===== src/hdl/knock_feature_extractor_assert.svh =====
// Assertion macros shared by the knock feature extractor RTL.
// No dependencies; define ASSERT_OFF to compile the checks away.
`ifndef KNOCK_FEATURE_EXTRACTOR_ASSERT_SVH
`define KNOCK_FEATURE_EXTRACTOR_ASSERT_SVH
`ifndef ASSERT_OFF
// Same-cycle implication, ignored while reset is asserted.
`define KFE_ASSERT_IMP(lbl, clk, rst_n, ante, cons) \
    lbl: assert property (@(posedge clk) disable iff (!rst_n) (ante) |-> (cons)) \
        else $error("knock feature extractor assertion failed");
// Next-cycle implication, ignored while reset is asserted.
`define KFE_ASSERT_NXT(lbl, clk, rst_n, ante, cons) \
    lbl: assert property (@(posedge clk) disable iff (!rst_n) (ante) |=> (cons)) \
        else $error("knock feature extractor assertion failed");
`else
`define KFE_ASSERT_IMP(lbl, clk, rst_n, ante, cons)
`define KFE_ASSERT_NXT(lbl, clk, rst_n, ante, cons)
`endif
`endif


===== src/hdl/kfe_pkg.sv =====
// Shared types and constants of the knock feature extractor.
// No dependencies; imported by the controller, datapath and top level.
package kfe_pkg;

    localparam int REV_W     = 16;
    localparam int HEALTH_W  = 3;
    localparam int QUALITY_W = 2;
    localparam int FAULTS_W  = 16;
    localparam int DROP_W    = 16;
    localparam int CAP_W     = 5;
    localparam int FRAC_BITS = 16;
    localparam int NORM_FRAC = 8;
    localparam int QUO_BITS  = 16;
    localparam int STEP_W    = $clog2(QUO_BITS);
    localparam int CFG_IDX_W = 1;

    // 0.95 and 0.05 in Q0.16.
    localparam logic [15:0] KEEP_WEIGHT = 16'd62259;
    localparam logic [11:0] NEW_WEIGHT  = 12'd3277;

    // Configuration register indexes.
    localparam logic [CFG_IDX_W-1:0] CFG_QUEUE_CAPACITY     = 1'b0;
    localparam logic [CFG_IDX_W-1:0] CFG_BACKGROUND_DEFAULT = 1'b1;

    typedef enum logic [2:0] {
        S_IDLE,
        S_MUL,
        S_ADD,
        S_DIV_INIT,
        S_DIV,
        S_DONE
    } t_state;

    typedef struct packed {
        logic accept_submit;
        logic accept_extract;
        logic mul;
        logic upd;
        logic div_init;
        logic div_step;
        logic load_out;
    } t_ctrl_cmd;

    typedef struct packed {
        logic empty;
        logic div_skip;
        logic div_last;
        logic out_free;
    } t_ctrl_sts;

endpackage


===== src/hdl/kfe_ctrl.sv =====
// Sequencer of the knock feature extractor: accepts words and steps the datapath.
// Depends on kfe_pkg and the assertion macro header.
`include "knock_feature_extractor_assert.svh"

module kfe_ctrl (
    input  logic               i_clk,
    input  logic               i_rst_n,
    input  logic               i_in_valid,
    input  logic               i_kind,
    input  kfe_pkg::t_ctrl_sts i_sts,
    output logic               o_in_ready,
    output kfe_pkg::t_ctrl_cmd o_cmd
);
    import kfe_pkg::*;

    t_state r_state;
    t_state n_state;

    always_ff @(posedge i_clk) begin
        if (!i_rst_n) begin
            r_state <= S_IDLE;
        end else begin
            r_state <= n_state;
        end
    end

    always_comb begin
        n_state    = r_state;
        o_cmd      = '0;
        o_in_ready = 1'b0;
        unique case (r_state)
            S_IDLE: begin
                o_in_ready = 1'b1;
                if (i_in_valid) begin
                    if (!i_kind) begin
                        o_cmd.accept_submit = 1'b1;
                        n_state = S_DONE;
                    end else begin
                        o_cmd.accept_extract = 1'b1;
                        n_state = i_sts.empty ? S_DONE : S_MUL;
                    end
                end
            end
            S_MUL: begin
                o_cmd.mul = 1'b1;
                n_state   = S_ADD;
            end
            S_ADD: begin
                o_cmd.upd = 1'b1;
                n_state   = S_DIV_INIT;
            end
            S_DIV_INIT: begin
                o_cmd.div_init = 1'b1;
                n_state = i_sts.div_skip ? S_DONE : S_DIV;
            end
            S_DIV: begin
                o_cmd.div_step = 1'b1;
                if (i_sts.div_last) begin
                    n_state = S_DONE;
                end
            end
            S_DONE: begin
                if (i_sts.out_free) begin
                    o_cmd.load_out = 1'b1;
                    n_state = S_IDLE;
                end
            end
            default: begin
                n_state = S_IDLE;
            end
        endcase
    end

    `KFE_ASSERT_NXT(a_idle_holds, i_clk, i_rst_n, (r_state == S_IDLE) && !i_in_valid, r_state == S_IDLE)
    `KFE_ASSERT_NXT(a_div_ends, i_clk, i_rst_n, (r_state == S_DIV) && i_sts.div_last, r_state == S_DONE)
    `KFE_ASSERT_NXT(a_done_waits, i_clk, i_rst_n, (r_state == S_DONE) && !i_sts.out_free, r_state == S_DONE)

endmodule


===== src/hdl/kfe_dp.sv =====
// Datapath of the knock feature extractor: measurement queue, background
// average, serial divider and result register. Depends on kfe_pkg and the macros.
`include "knock_feature_extractor_assert.svh"

module kfe_dp #(
    parameter int QUEUE_DEPTH = 16,
    parameter int COUNT_BITS  = 10
) (
    input  logic                          i_clk,
    input  logic                          i_rst_n,
    input  kfe_pkg::t_ctrl_cmd            i_cmd,
    output kfe_pkg::t_ctrl_sts            o_sts,
    input  logic                          i_cfg_we,
    input  logic [kfe_pkg::CFG_IDX_W-1:0] i_cfg_idx,
    input  logic [COUNT_BITS-1:0]         i_cfg_data,
    input  logic [kfe_pkg::REV_W-1:0]     i_rev_id_in,
    input  logic [COUNT_BITS-1:0]         i_raw_count,
    input  logic                          i_usable,
    input  logic [kfe_pkg::HEALTH_W-1:0]  i_health_in,
    input  logic [kfe_pkg::QUALITY_W-1:0] i_quality_in,
    input  logic [kfe_pkg::FAULTS_W-1:0]  i_faults_in,
    input  logic                          i_out_ready,
    output logic                          o_out_valid,
    output logic                          o_accepted,
    output logic                          o_record_valid,
    output logic [kfe_pkg::REV_W-1:0]     o_rev_id_out,
    output logic [kfe_pkg::QUO_BITS-1:0]  o_norm_index,
    output logic                          o_knock_flag,
    output logic [kfe_pkg::HEALTH_W-1:0]  o_health_out,
    output logic [kfe_pkg::QUALITY_W-1:0] o_quality_out,
    output logic [kfe_pkg::FAULTS_W-1:0]  o_faults_out,
    output logic [kfe_pkg::DROP_W-1:0]    o_drop_total
);
    import kfe_pkg::*;

    localparam int PTR_W  = (QUEUE_DEPTH > 1) ? $clog2(QUEUE_DEPTH) : 1;
    localparam int CNT_W  = $clog2(QUEUE_DEPTH + 1);
    localparam int CMP_W  = (CNT_W > CAP_W) ? CNT_W : CAP_W;
    localparam int ENT_W  = REV_W + COUNT_BITS + 1 + HEALTH_W + QUALITY_W + FAULTS_W;
    localparam int BG_W   = COUNT_BITS + FRAC_BITS;
    localparam int KEEP_W = BG_W + 16;
    localparam int NEW_W  = COUNT_BITS + 12;

    // Queue storage and pointers.
    logic [ENT_W-1:0] r_mem [QUEUE_DEPTH];
    logic [ENT_W-1:0] r_rd;
    logic [PTR_W-1:0] r_head;
    logic [PTR_W-1:0] r_tail;
    logic [CNT_W-1:0] r_count;

    logic [CAP_W-1:0]      r_capacity;
    logic [BG_W-1:0]       r_bg;
    logic [DROP_W-1:0]     r_drop;

    logic                  r_stored;
    logic                  r_hit;
    logic [KEEP_W-1:0]     r_prod_keep;
    logic [NEW_W-1:0]      r_prod_new;
    logic [BG_W-1:0]       r_rem;
    logic [QUO_BITS-1:0]   r_quo;
    logic [STEP_W-1:0]     r_step;
    logic                  r_knock;

    logic [REV_W-1:0]      rd_rev;
    logic [COUNT_BITS-1:0] rd_raw;
    logic                  rd_ok;
    logic [HEALTH_W-1:0]   rd_health;
    logic [QUALITY_W-1:0]  rd_quality;
    logic [FAULTS_W-1:0]   rd_faults;

    logic [CMP_W-1:0] cap_eff;
    logic             can_store;
    logic             empty;
    logic [BG_W-1:0]  raw_scaled;
    logic             bg_zero;
    logic             quo_sat;
    logic             raw_above;
    logic [BG_W:0]    rem_shift;
    logic [BG_W:0]    rem_diff;
    logic [BG_W:0]    bg_sum;
    logic             out_free;
    logic             r_out_valid;

    assign {rd_rev, rd_raw, rd_ok, rd_health, rd_quality, rd_faults} = r_rd;

    always_comb begin
        if (CMP_W'(r_capacity) > CMP_W'(QUEUE_DEPTH)) begin
            cap_eff = CMP_W'(QUEUE_DEPTH);
        end else begin
            cap_eff = CMP_W'(r_capacity);
        end
    end

    assign can_store  = CMP_W'(r_count) < cap_eff;
    assign empty      = (r_count == '0);
    // raw scaled by 2^8 is the top of the dividend raw * 2^24.
    assign raw_scaled = BG_W'({rd_raw, {NORM_FRAC{1'b0}}});
    assign bg_zero    = (r_bg == '0);
    // The quotient overflows 16 bits exactly when raw * 2^8 reaches the background.
    assign quo_sat    = (raw_scaled >= r_bg);
    assign raw_above  = {1'b0, rd_raw, {FRAC_BITS{1'b0}}} > {r_bg, 1'b0};
    assign rem_shift  = {r_rem, 1'b0};
    assign rem_diff   = rem_shift - {1'b0, r_bg};
    assign bg_sum     = {1'b0, r_prod_keep[KEEP_W-1:FRAC_BITS]}
                      + (BG_W + 1)'(r_prod_new);
    assign out_free   = !r_out_valid || i_out_ready;

    assign o_sts.empty    = empty;
    assign o_sts.div_skip = bg_zero || quo_sat;
    assign o_sts.div_last = (r_step == STEP_W'(QUO_BITS - 1));
    assign o_sts.out_free = out_free;

    always_ff @(posedge i_clk) begin
        if (i_cmd.accept_submit && can_store) begin
            r_mem[r_tail] <= {i_rev_id_in, i_raw_count, i_usable,
                              i_health_in, i_quality_in, i_faults_in};
        end
        if (i_cmd.accept_extract) begin
            r_rd <= r_mem[r_head];
        end
    end

    always_ff @(posedge i_clk) begin
        if (!i_rst_n) begin
            r_head       <= '0;
            r_tail       <= '0;
            r_count      <= '0;
            r_drop       <= '0;
            r_capacity   <= CAP_W'(16);
            r_bg         <= '0;
            r_out_valid  <= 1'b0;
        end else begin
            if (i_cmd.accept_submit) begin
                if (can_store) begin
                    r_tail  <= (r_tail == PTR_W'(QUEUE_DEPTH - 1)) ? '0 : r_tail + 1'b1;
                    r_count <= r_count + 1'b1;
                end else begin
                    r_drop <= r_drop + 1'b1;
                end
            end
            if (i_cmd.accept_extract && !empty) begin
                r_head  <= (r_head == PTR_W'(QUEUE_DEPTH - 1)) ? '0 : r_head + 1'b1;
                r_count <= r_count - 1'b1;
            end
            if (i_cfg_we) begin
                unique case (i_cfg_idx)
                    CFG_QUEUE_CAPACITY: begin
                        r_capacity <= i_cfg_data[CAP_W-1:0];
                    end
                    CFG_BACKGROUND_DEFAULT: begin
                        r_bg <= {i_cfg_data, {FRAC_BITS{1'b0}}};
                    end
                    default: begin
                    end
                endcase
            end else if (i_cmd.upd && rd_ok) begin
                r_bg <= bg_sum[BG_W-1:0];
            end
            if (i_cmd.load_out) begin
                r_out_valid <= 1'b1;
            end else if (i_out_ready) begin
                r_out_valid <= 1'b0;
            end
        end
    end

    // Arithmetic and result registers carry no reset.
    always_ff @(posedge i_clk) begin
        if (i_cmd.accept_submit || i_cmd.accept_extract) begin
            r_stored <= i_cmd.accept_submit && can_store;
            r_hit    <= i_cmd.accept_extract && !empty;
            r_quo    <= '0;
            r_knock  <= 1'b0;
        end
        if (i_cmd.mul) begin
            r_prod_keep <= {16'b0, r_bg} * {{BG_W{1'b0}}, KEEP_WEIGHT};
            r_prod_new  <= {12'b0, rd_raw} * {{COUNT_BITS{1'b0}}, NEW_WEIGHT};
        end
        if (i_cmd.div_init) begin
            r_rem   <= raw_scaled;
            r_step  <= '0;
            r_quo   <= (!bg_zero && quo_sat) ? '1 : '0;
            r_knock <= rd_ok && !bg_zero && raw_above;
        end
        if (i_cmd.div_step) begin
            r_step <= r_step + 1'b1;
            if (!rem_diff[BG_W]) begin
                r_rem <= rem_diff[BG_W-1:0];
                r_quo <= {r_quo[QUO_BITS-2:0], 1'b1};
            end else begin
                r_rem <= rem_shift[BG_W-1:0];
                r_quo <= {r_quo[QUO_BITS-2:0], 1'b0};
            end
        end
        if (i_cmd.load_out) begin
            o_accepted     <= r_stored;
            o_record_valid <= r_hit;
            o_rev_id_out   <= r_hit ? rd_rev : '0;
            o_norm_index   <= r_quo;
            o_knock_flag   <= r_knock;
            o_health_out   <= r_hit ? rd_health : '0;
            o_quality_out  <= r_hit ? rd_quality : '0;
            o_faults_out   <= r_hit ? rd_faults : '0;
            o_drop_total   <= r_drop;
        end
    end

    assign o_out_valid = r_out_valid;

    `KFE_ASSERT_IMP(a_count_bound, i_clk, i_rst_n, 1'b1, r_count <= CNT_W'(QUEUE_DEPTH))
    `KFE_ASSERT_NXT(a_pop_count, i_clk, i_rst_n, i_cmd.accept_extract && !empty, r_count == $past(r_count) - 1'b1)
    `KFE_ASSERT_NXT(a_drop_count, i_clk, i_rst_n, i_cmd.accept_submit && !can_store, (r_drop == $past(r_drop) + 1'b1) && (r_count == $past(r_count)))

endmodule


===== src/hdl/knock_feature_extractor.sv =====
// Top level of the knock feature extractor: sequencer plus datapath.
// Depends on kfe_pkg, kfe_ctrl and kfe_dp.
//
//  Channel   Handshake                   Payload
//  input     i_in_valid / o_in_ready     kind, revolution, raw count, usable, codes
//  output    o_out_valid / i_out_ready   flags, revolution, index, codes, drop total
//  config    i_cfg_we (no wait)          i_cfg_idx, i_cfg_data
//
// A submit word, or an extract from an empty queue, goes straight to the done
// state; an extract that pops an entry first runs multiply, add and the 16-step
// restoring divider, whose steps a zero background or a saturating quotient
// skips. One word is in work at a time; the next is taken while a result waits
// to go out, and is held in the done state until the output register is free.
// Reset is synchronous and active low; the queue is empty and background zero.
module knock_feature_extractor #(
    parameter int QUEUE_DEPTH = 16,
    parameter int COUNT_BITS  = 10
) (
    input  logic                          i_clk,
    input  logic                          i_rst_n,
    input  logic                          i_in_valid,
    output logic                          o_in_ready,
    input  logic                          i_kind,
    input  logic [kfe_pkg::REV_W-1:0]     i_rev_id_in,
    input  logic [COUNT_BITS-1:0]         i_raw_count,
    input  logic                          i_usable,
    input  logic [kfe_pkg::HEALTH_W-1:0]  i_health_in,
    input  logic [kfe_pkg::QUALITY_W-1:0] i_quality_in,
    input  logic [kfe_pkg::FAULTS_W-1:0]  i_faults_in,
    output logic                          o_out_valid,
    input  logic                          i_out_ready,
    output logic                          o_accepted,
    output logic                          o_record_valid,
    output logic [kfe_pkg::REV_W-1:0]     o_rev_id_out,
    output logic [kfe_pkg::QUO_BITS-1:0]  o_norm_index,
    output logic                          o_knock_flag,
    output logic [kfe_pkg::HEALTH_W-1:0]  o_health_out,
    output logic [kfe_pkg::QUALITY_W-1:0] o_quality_out,
    output logic [kfe_pkg::FAULTS_W-1:0]  o_faults_out,
    output logic [kfe_pkg::DROP_W-1:0]    o_drop_total,
    input  logic                          i_cfg_we,
    input  logic [kfe_pkg::CFG_IDX_W-1:0] i_cfg_idx,
    input  logic [COUNT_BITS-1:0]         i_cfg_data
);
    import kfe_pkg::*;

    t_ctrl_cmd cmd;
    t_ctrl_sts sts;

    kfe_ctrl u_ctrl (
        .i_clk      (i_clk),
        .i_rst_n    (i_rst_n),
        .i_in_valid (i_in_valid),
        .i_kind     (i_kind),
        .i_sts      (sts),
        .o_in_ready (o_in_ready),
        .o_cmd      (cmd)
    );

    kfe_dp #(
        .QUEUE_DEPTH (QUEUE_DEPTH),
        .COUNT_BITS  (COUNT_BITS)
    ) u_dp (
        .i_clk          (i_clk),
        .i_rst_n        (i_rst_n),
        .i_cmd          (cmd),
        .o_sts          (sts),
        .i_cfg_we       (i_cfg_we),
        .i_cfg_idx      (i_cfg_idx),
        .i_cfg_data     (i_cfg_data),
        .i_rev_id_in    (i_rev_id_in),
        .i_raw_count    (i_raw_count),
        .i_usable       (i_usable),
        .i_health_in    (i_health_in),
        .i_quality_in   (i_quality_in),
        .i_faults_in    (i_faults_in),
        .i_out_ready    (i_out_ready),
        .o_out_valid    (o_out_valid),
        .o_accepted     (o_accepted),
        .o_record_valid (o_record_valid),
        .o_rev_id_out   (o_rev_id_out),
        .o_norm_index   (o_norm_index),
        .o_knock_flag   (o_knock_flag),
        .o_health_out   (o_health_out),
        .o_quality_out  (o_quality_out),
        .o_faults_out   (o_faults_out),
        .o_drop_total   (o_drop_total)
    );

endmodule

===== config.mk =====
export PLATFORM = sky130hd
export DESIGN_NAME = knock_feature_extractor
export DESIGN_NICKNAME = d
export VERILOG_FILES = /design/src/hdl/kfe_pkg.sv /design/src/hdl/kfe_ctrl.sv /design/src/hdl/kfe_dp.sv /design/src/hdl/knock_feature_extractor.sv
export VERILOG_INCLUDE_DIRS = /design/src /design/src/hdl
export SDC_FILE = /design/constraint.sdc
export NUM_CORES = 2
export LEC_CHECK = 0
export BUFFER_PORTS_ARGS = -buffer_cell sky130_fd_sc_hd__buf_2
export CAP_MARGIN = 10
export CORE_UTILIZATION = 64
export CTS_BUF_LIST = sky130_fd_sc_hd__clkbuf_8
export DETAILED_ROUTE_END_ITERATION = 6
export PLACE_DENSITY_LB_ADDON = 0.3
export SLEW_MARGIN = 20
export SYNTH_ARGS = -nofsm -noshare
export SYNTH_HDL_FRONTEND = slang
export SYNTH_SLANG_ARGS = --single-unit

===== constraint.sdc =====
create_clock -name i_clk -period 17.1 [get_ports i_clk]
set_clock_uncertainty 0.2 [all_clocks]
set_input_delay 0 -clock i_clk [delete_from_list [all_inputs] [get_ports i_clk]]
set_output_delay 0 -clock i_clk [all_outputs]
set_load 0.1 [all_outputs]

# Word-level counts from Yosys, hierarchy flattened
# Memory sizes are Yosys's and may differ from the RTL's. A register that Yosys moved wholly into a read port is not among the register bits.
# Index checks and enable logic that the tools add are counted.
word_totals:
  ramBits: 768
  mem_count: 1
  wordCells: 125
  ff_bits: 249
  output_inout_bits: 74
  in_bits: 65
memory_table:
  columns: ["memory", "depth", "width", "read_ports", "rd_clocked_by_memory_dff", "wr", "line", "source"]
  rows:
  - ["u_dp.r_mem", 16, 48, 1, 1, 1, "kfe_dp.sv:45", "logic [ENT_W-1:0] r_mem [QUEUE_DEPTH];"]
classes:
  mux: 43
  n_reduce_logical: 28
  n_eq_ne: 12
  order_cmp: 4
  bitwise_logic: 2
  addsub: 8
  multipliers: 2
op_table:
  columns: ["op", "count"]
  rows:
  - ["26-bit two-way mux", 6]
  - ["16-bit two-way mux", 4]
  - ["26-bit by 16-bit multiplier with 42-bit output (second input constant)", 1]
  - ["26-bit by 27-bit > comparator with 1-bit output", 1]
  - ["27-bit by 26-bit subtractor with 27-bit output", 1]
  - ["26-bit by 22-bit adder with 26-bit output", 1]
  - ["18-bit by 26-bit >= comparator with 1-bit output", 1]
  - ["26-bit zero test", 1]
  - ["10-bit by 12-bit multiplier with 22-bit output (second input constant)", 1]
  - ["5-bit two-way mux", 4]
  - ["3-bit one-hot mux with 6 select lines", 1]
  - ["1-bit two-way mux", 17]
  - ["16-bit by 1-bit adder with 16-bit output (second input constant)", 1]
  - ["4-bit two-way mux", 4]
  - ["3-bit two-way mux", 5]
  - ["4-bit by 1-bit adder with 4-bit output (second input constant)", 3]
  - ["4-bit == test (second input constant)", 3]
  - ["2-bit nonzero test", 6]
  - ["2-bit AND reduction", 5]
  - ["3-bit by 2-bit == test with 1-bit output (second input constant)", 2]
  - ["3-bit == test (second input constant)", 2]
  - ["1-bit logical AND", 6]
  - ["5-bit by 1-bit adder with 5-bit output (second input constant)", 1]
  - ["5-bit > comparator (second input constant)", 1]
  - ["other kinds (13)", 21]

# Depth between registers and ports, before layout
logic_depth:
  ltp_word: 7
  ltp_mapped: 24
  depth_no_buf: 24

# Cells and area by module
# From an unflattened synthesis, not the netlist that was laid out.
hier_totals:
  hier_cells: 3160
  hier_area_um2: 51718.4
modules_own_cells:
  columns: ["mod", "n_inst", "area_per_inst_um2", "seq_area_each_um2", "cells_per_inst"]
  rows:
  - ["kfe_dp", 1, 51500.6, 30799.5, 3133]
  - ["kfe_ctrl", 1, 217.7, 60.1, 27]

# Worst setup path before layout
# No wires, ideal clock.
synth_timing:
  path_kind: "register to register"
  startpoint: "register u_ctrl.r_state[1]"
  endpoint: "memory u_dp.r_mem[3][0] in the netlist's numbering, enable pin"
  t_required_ns: 16.387
  synth_period_minus_slack_ns: 7.882
  path_slack_ns: 9.218
  t_arrival_ns: 7.170
  stages_incl_launch_ff: 7
  path_buffers: 1
  setup_ns: 0.513
  cell_sequence: "dfxtp_1 > clkbuf_1 > nor3_1 > nand2_1 > nor3_2 > nand2_1 > nor3_1"
synth_via:
  elab_chain_cells: 5
synth_lines:
  columns: ["element", "line", "source"]
  rows:
  - ["from (decl)", "kfe_ctrl.sv:16", "t_state r_state;"]
  - ["from (signal assigned)", "kfe_ctrl.sv:23", "r_state <= n_state;"]
  - ["3-bit zero test", "kfe_ctrl.sv:31", "unique case (r_state)"]
  - ["2-bit two-way mux", "kfe_ctrl.sv:31", null]
  - ["1-bit logical AND", "kfe_dp.sv:114", "if (i_cmd.accept_submit && can_store) begin"]
  - ["1-bit two-way mux", "kfe_dp.sv:114", null]
  - ["1-bit two-way mux (implied by the code)", "kfe_dp.sv:115", "r_mem[r_tail] <= {i_rev_id_in, i_raw_count, i_usable,"]
  - ["to (decl)", "kfe_dp.sv:45", null]
# Every way passes these cells.

# Worst setup path after layout
layout_timing:
  startpoint: "register u_dp.r_bg[8]"
  endpoint: "register u_dp.r_prod_keep[41] (data pin)"
layout_via:
  elab_chain_cells: 1
layout_lines:
  columns: ["element", "line", "source"]
  rows:
  - ["from (decl)", "kfe_dp.sv:52", "logic [BG_W-1:0] r_bg;"]
  - ["from (signal assigned)", "kfe_dp.sv:151", "r_bg <= {i_cfg_data, {FRAC_BITS{1'b0}}};"]
  - ["from (signal assigned)", "kfe_dp.sv:157", "r_bg <= bg_sum[BG_W-1:0];"]
  - ["26-bit by 16-bit multiplier with 42-bit output", "kfe_dp.sv:176", "r_prod_keep <= {16'b0, r_bg} * {{BG_W{1'b0}}, KEEP_WEIGHT};"]
  - ["to (signal assigned)", "kfe_dp.sv:176", null]
  - ["to (decl)", "kfe_dp.sv:57", "logic [KEEP_W-1:0] r_prod_keep;"]
# Every way passes these cells.
# A chain may end at the register's enable or synchronous reset.

==> metrics.yaml <==
synthesis:
  ys_seq_area_frac: 0.597
  yosysUniqueCellTypes: 74
  syn_area_per_cell_um2: 16.5
  synth_cells: 3143
  synth_fp_nets: 3739
  synth_edf_count: 985
  ys_ff_latch: 1049
  async_reset_ff_frac: 0
  synthFlopType: "edfxtp_1"
  synthesis.area_um2: 51700
  synth_warnings: 0
routing:
  dr.pass1.iters: 6
  routedWlPerCell_um: 27.0
  drc_errors: 0
  drt-total-wl_mm: 128
  avgViaCountPerCell: 6.27
  drt_iter0_markers: 2801
  final_antenna_net_count: 0
  dr_total_vias: 29600
cts:
  clock_latency_ns: 0.81
  ctsLongestPathBuffers: 3
  cts_buffers: 162
  cts_tree: "done"
  cts_resized: 0
  clk_pin_slew_ns: 0.07
  cts_sinks: 1049
  htreeDepth: 4
  cts_root_buffer: "clkbuf_8"
worst_setup_path:
  reg2reg_depth: 20
  r2r_slack_ns: 10.03
  crit_arrival_ns: 7.40
  critPathMaxFanout: 8
  crit_path_end_kind: "flop"
  path_class: "reg -> reg"
  cp.required_ns: 17.44
  critical_path.startpoint_type: "flop"
  worstReg2RegStart: "u_dp.r_bg[8]$_SDFFE_PN0P_"
  r2r-end: "u_dp.r_prod_keep[41]$_DFFE_PP_"
power_and_ir_drop:
  cellPowerDensity_nw_per_um2: 146
  power_leakage_nw: 22.0
  p_total_mw: 8.53
  vdd_drop_max_mv: 0.117
floorplan:
  io_pins: 139
  dieArea_um2: 81900
  start_util: 0.650
  fp.dieW_um: 286
  design.core.area_um2: 79500
  die_y_um: 286
  rows: 103
timing:
  setup_violations: 0
  setup_tns_ns: 0
  tightest_slew_ns: 1.11
  slew_headroom: 0.260
  rsz0062_at_grt: "no"
  fmax_mhz: 142
  finalCritPeriodShare: 0.413
  maxSlewViolCount: 0
  hold_viol: 0
  finalCriticalPeriod_ns: 7.07
global_route:
  antenna_found_initial: 7
  grt_start_max_net_pins: 73
  grt_pass1_vias: 31800
  gr-usage-all-layers: 0.319
  gr-total-overflow: 0
  grt_pass1_wl_mm: 191
hold_path:
  hp-start: "i_cfg_data[2]"
  whs_endpoint: "u_dp.r_bg[18]$_SDFFE_PN0P_"
  hold_path_class: "in -> reg"
  whs_path_depth: 5
placed_design:
  dp.cells: 4276
  placed_cell_area_um2: 53800
  dp_hpwl_mm: 72.4
  portBuffers: 138
  place.gp.congestion: 0.909
final_layout:
  nets: 4137
  fin_cells: 4729
  drive_gt1_frac: 0.182
  finalInstanceArea_um2: 58500
  area_growth_pct: 13.1
  utilization: 0.735
  fillers: 4642
outcome:
  outcome: "complete, no violations"
job:
  drv_cap: 0
## registers in the layout (all words and copies together) (netlist names), 16 cells and up
signal and cells:
u_dp.o_norm_index 16, u_dp.r_rd 48, u_dp.r_prod_keep 26, u_dp.r_mem 768
u_dp.r_quo 16, u_dp.r_drop 16, u_dp.o_rev_id_out 16, u_dp.r_prod_new 22
u_dp.r_rem 26, u_dp.o_drop_total 16, u_dp.o_faults_out 16, u_dp.r_bg 26
## layout make-up
type                    count  area (um^2)  share of cell area
diodes                      4         10.0            0.000171
inverters                 337         1260              0.0216
multi-input cells        1663        19400               0.331
flip-flops and latches   1049        30900               0.528
clock buffers             166         2280              0.0391
well taps                1050         1310              0.0225
clock inverters           132          852              0.0146
repair buffers            328         2500              0.0427
## through the flow
stage	setup slack (ns)	hold WS (ns)
floorplan	9.22	-0.101
global placement	10.33	0.0908
detailed placement	10.21	0.108
CTS	10.16	0.0142
global route	9.74	0.0800
finish	10.03	0.0988
## per-layer routing
metal	GRT usage	up-vias	routed length, um
li1	-	12700	-
met1	0.403	15100	47400
met2	0.553	1578	67000
met3	0.0440	325	8680
met4	0.144	2	4820
met5	0	-	13
## cells by family (layout without fill, tap and decap cells)
| group | after synthesis | after routing | synth area share |
|---|---|---|---|
| adder cells (fa/ha/maj) | 531 | 531 | 0.159 |
| AO/OA/AOI/OAI | 345 | 345 | 0.0436 |
| buffers and inverters | 431 | 963 | 0.0315 |
| flip-flops | 1049 | 1049 | 0.597 |
| XOR/XNOR | 107 | 107 | 0.0183 |
| multiplexers | 275 | 275 | 0.111 |
| AND/OR/NAND/NOR | 405 | 405 | 0.0401 |
| other | 0 | 4 | 0 |
## worst max-delay path, cell delays in order, from the launching register on
cell	delay, ns
dfxtp_1	0.60
inv_1	0.24
ha_1	0.42
fa_1	0.50
inv_1	0.05
fa_1	0.48
fa_1	0.54
inv_1	0.05
fa_1	0.49
fa_1	0.42
ha_1	0.34
nand2_1	0.08
o21ai_0	0.28
o21ai_0	0.16
a31oi_1	0.44
a21o_1	0.29
nand3_1	0.14
a21bo_2	0.27
o41ai_1	0.50
a21oi_1	0.17
xnor2_1	0.15
## cells in the final DEF (no fill, tap or decap), drive strengths merged, types with 20 or more instances in the layout
master         n
a21oi         90
nand2         90
dfxtp         64
dlygate4sd3  151
xnor2         73
nor3          23
nand3         35
and2          67
nor2          80
mux2i         34
o21ai         72
clkinv        64
fa           207
inv          395
buf          177
mux4         240
xor2          34
nor2b         29
nand2b        20
a21o          62
ha           324
clkbuf       166
edfxtp       985
## power by group
part	total [mW]	switching (mW)	internal [mW]
clock	2.05	1.03	1.02
sequential	3.29	0.146	3.14
combinational	3.19	1.88	1.31
## what timing repair did
action	4_1_cts	5_1_grt
endpoints found under the hold margin	850	0
setup buffers	0	0
hold buffers	151	0
## worst max-delay path by stage
stage               slack [ns]                      startpoint  depth (start not counted)                        endpoint
floorplan                 9.22  u_ctrl.r_state[1]$_SDFFE_PN0P_                          6      u_dp.r_mem[3][0]$_DFFE_PP_
global placement         10.33       u_dp.r_bg[8]$_SDFFE_PN0P_                         20  u_dp.r_prod_keep[41]$_DFFE_PP_
detailed placement       10.21       u_dp.r_bg[8]$_SDFFE_PN0P_                         20  u_dp.r_prod_keep[39]$_DFFE_PP_
CTS                      10.16       u_dp.r_bg[8]$_SDFFE_PN0P_                         20  u_dp.r_prod_keep[39]$_DFFE_PP_
global route              9.74       u_dp.r_bg[8]$_SDFFE_PN0P_                         20  u_dp.r_prod_keep[41]$_DFFE_PP_
finish                   10.03       u_dp.r_bg[8]$_SDFFE_PN0P_                         20  u_dp.r_prod_keep[41]$_DFFE_PP_
## synth_stat cells, types with 22 or more instances
| cell type | number | area [um^2] |
|---|---|---|
| nand3_1 | 35 | 175 |
| clkbuf_1 | 71 | 267 |
| fa_1 | 207 | 4140 |
| mux2i_1 | 34 | 340 |
| a21o_1 | 61 | 458 |
| nand2_1 | 90 | 338 |
| inv_1 | 337 | 1260 |
| ha_1 | 324 | 4050 |
| xnor2_1 | 72 | 631 |
| mux4_2 | 240 | 5410 |
| dfxtp_1 | 64 | 1280 |
| o21ai_0 | 70 | 350 |
| nor2_1 | 80 | 300 |
| edfxtp_1 | 985 | 29600 |
| xor2_1 | 34 | 298 |
| a21oi_1 | 90 | 450 |
| nor2b_1 | 29 | 181 |
| and2_1 | 67 | 419 |
| nor3_1 | 22 | 110 |
Note: power is estimated with default switching activity, not from simulation.
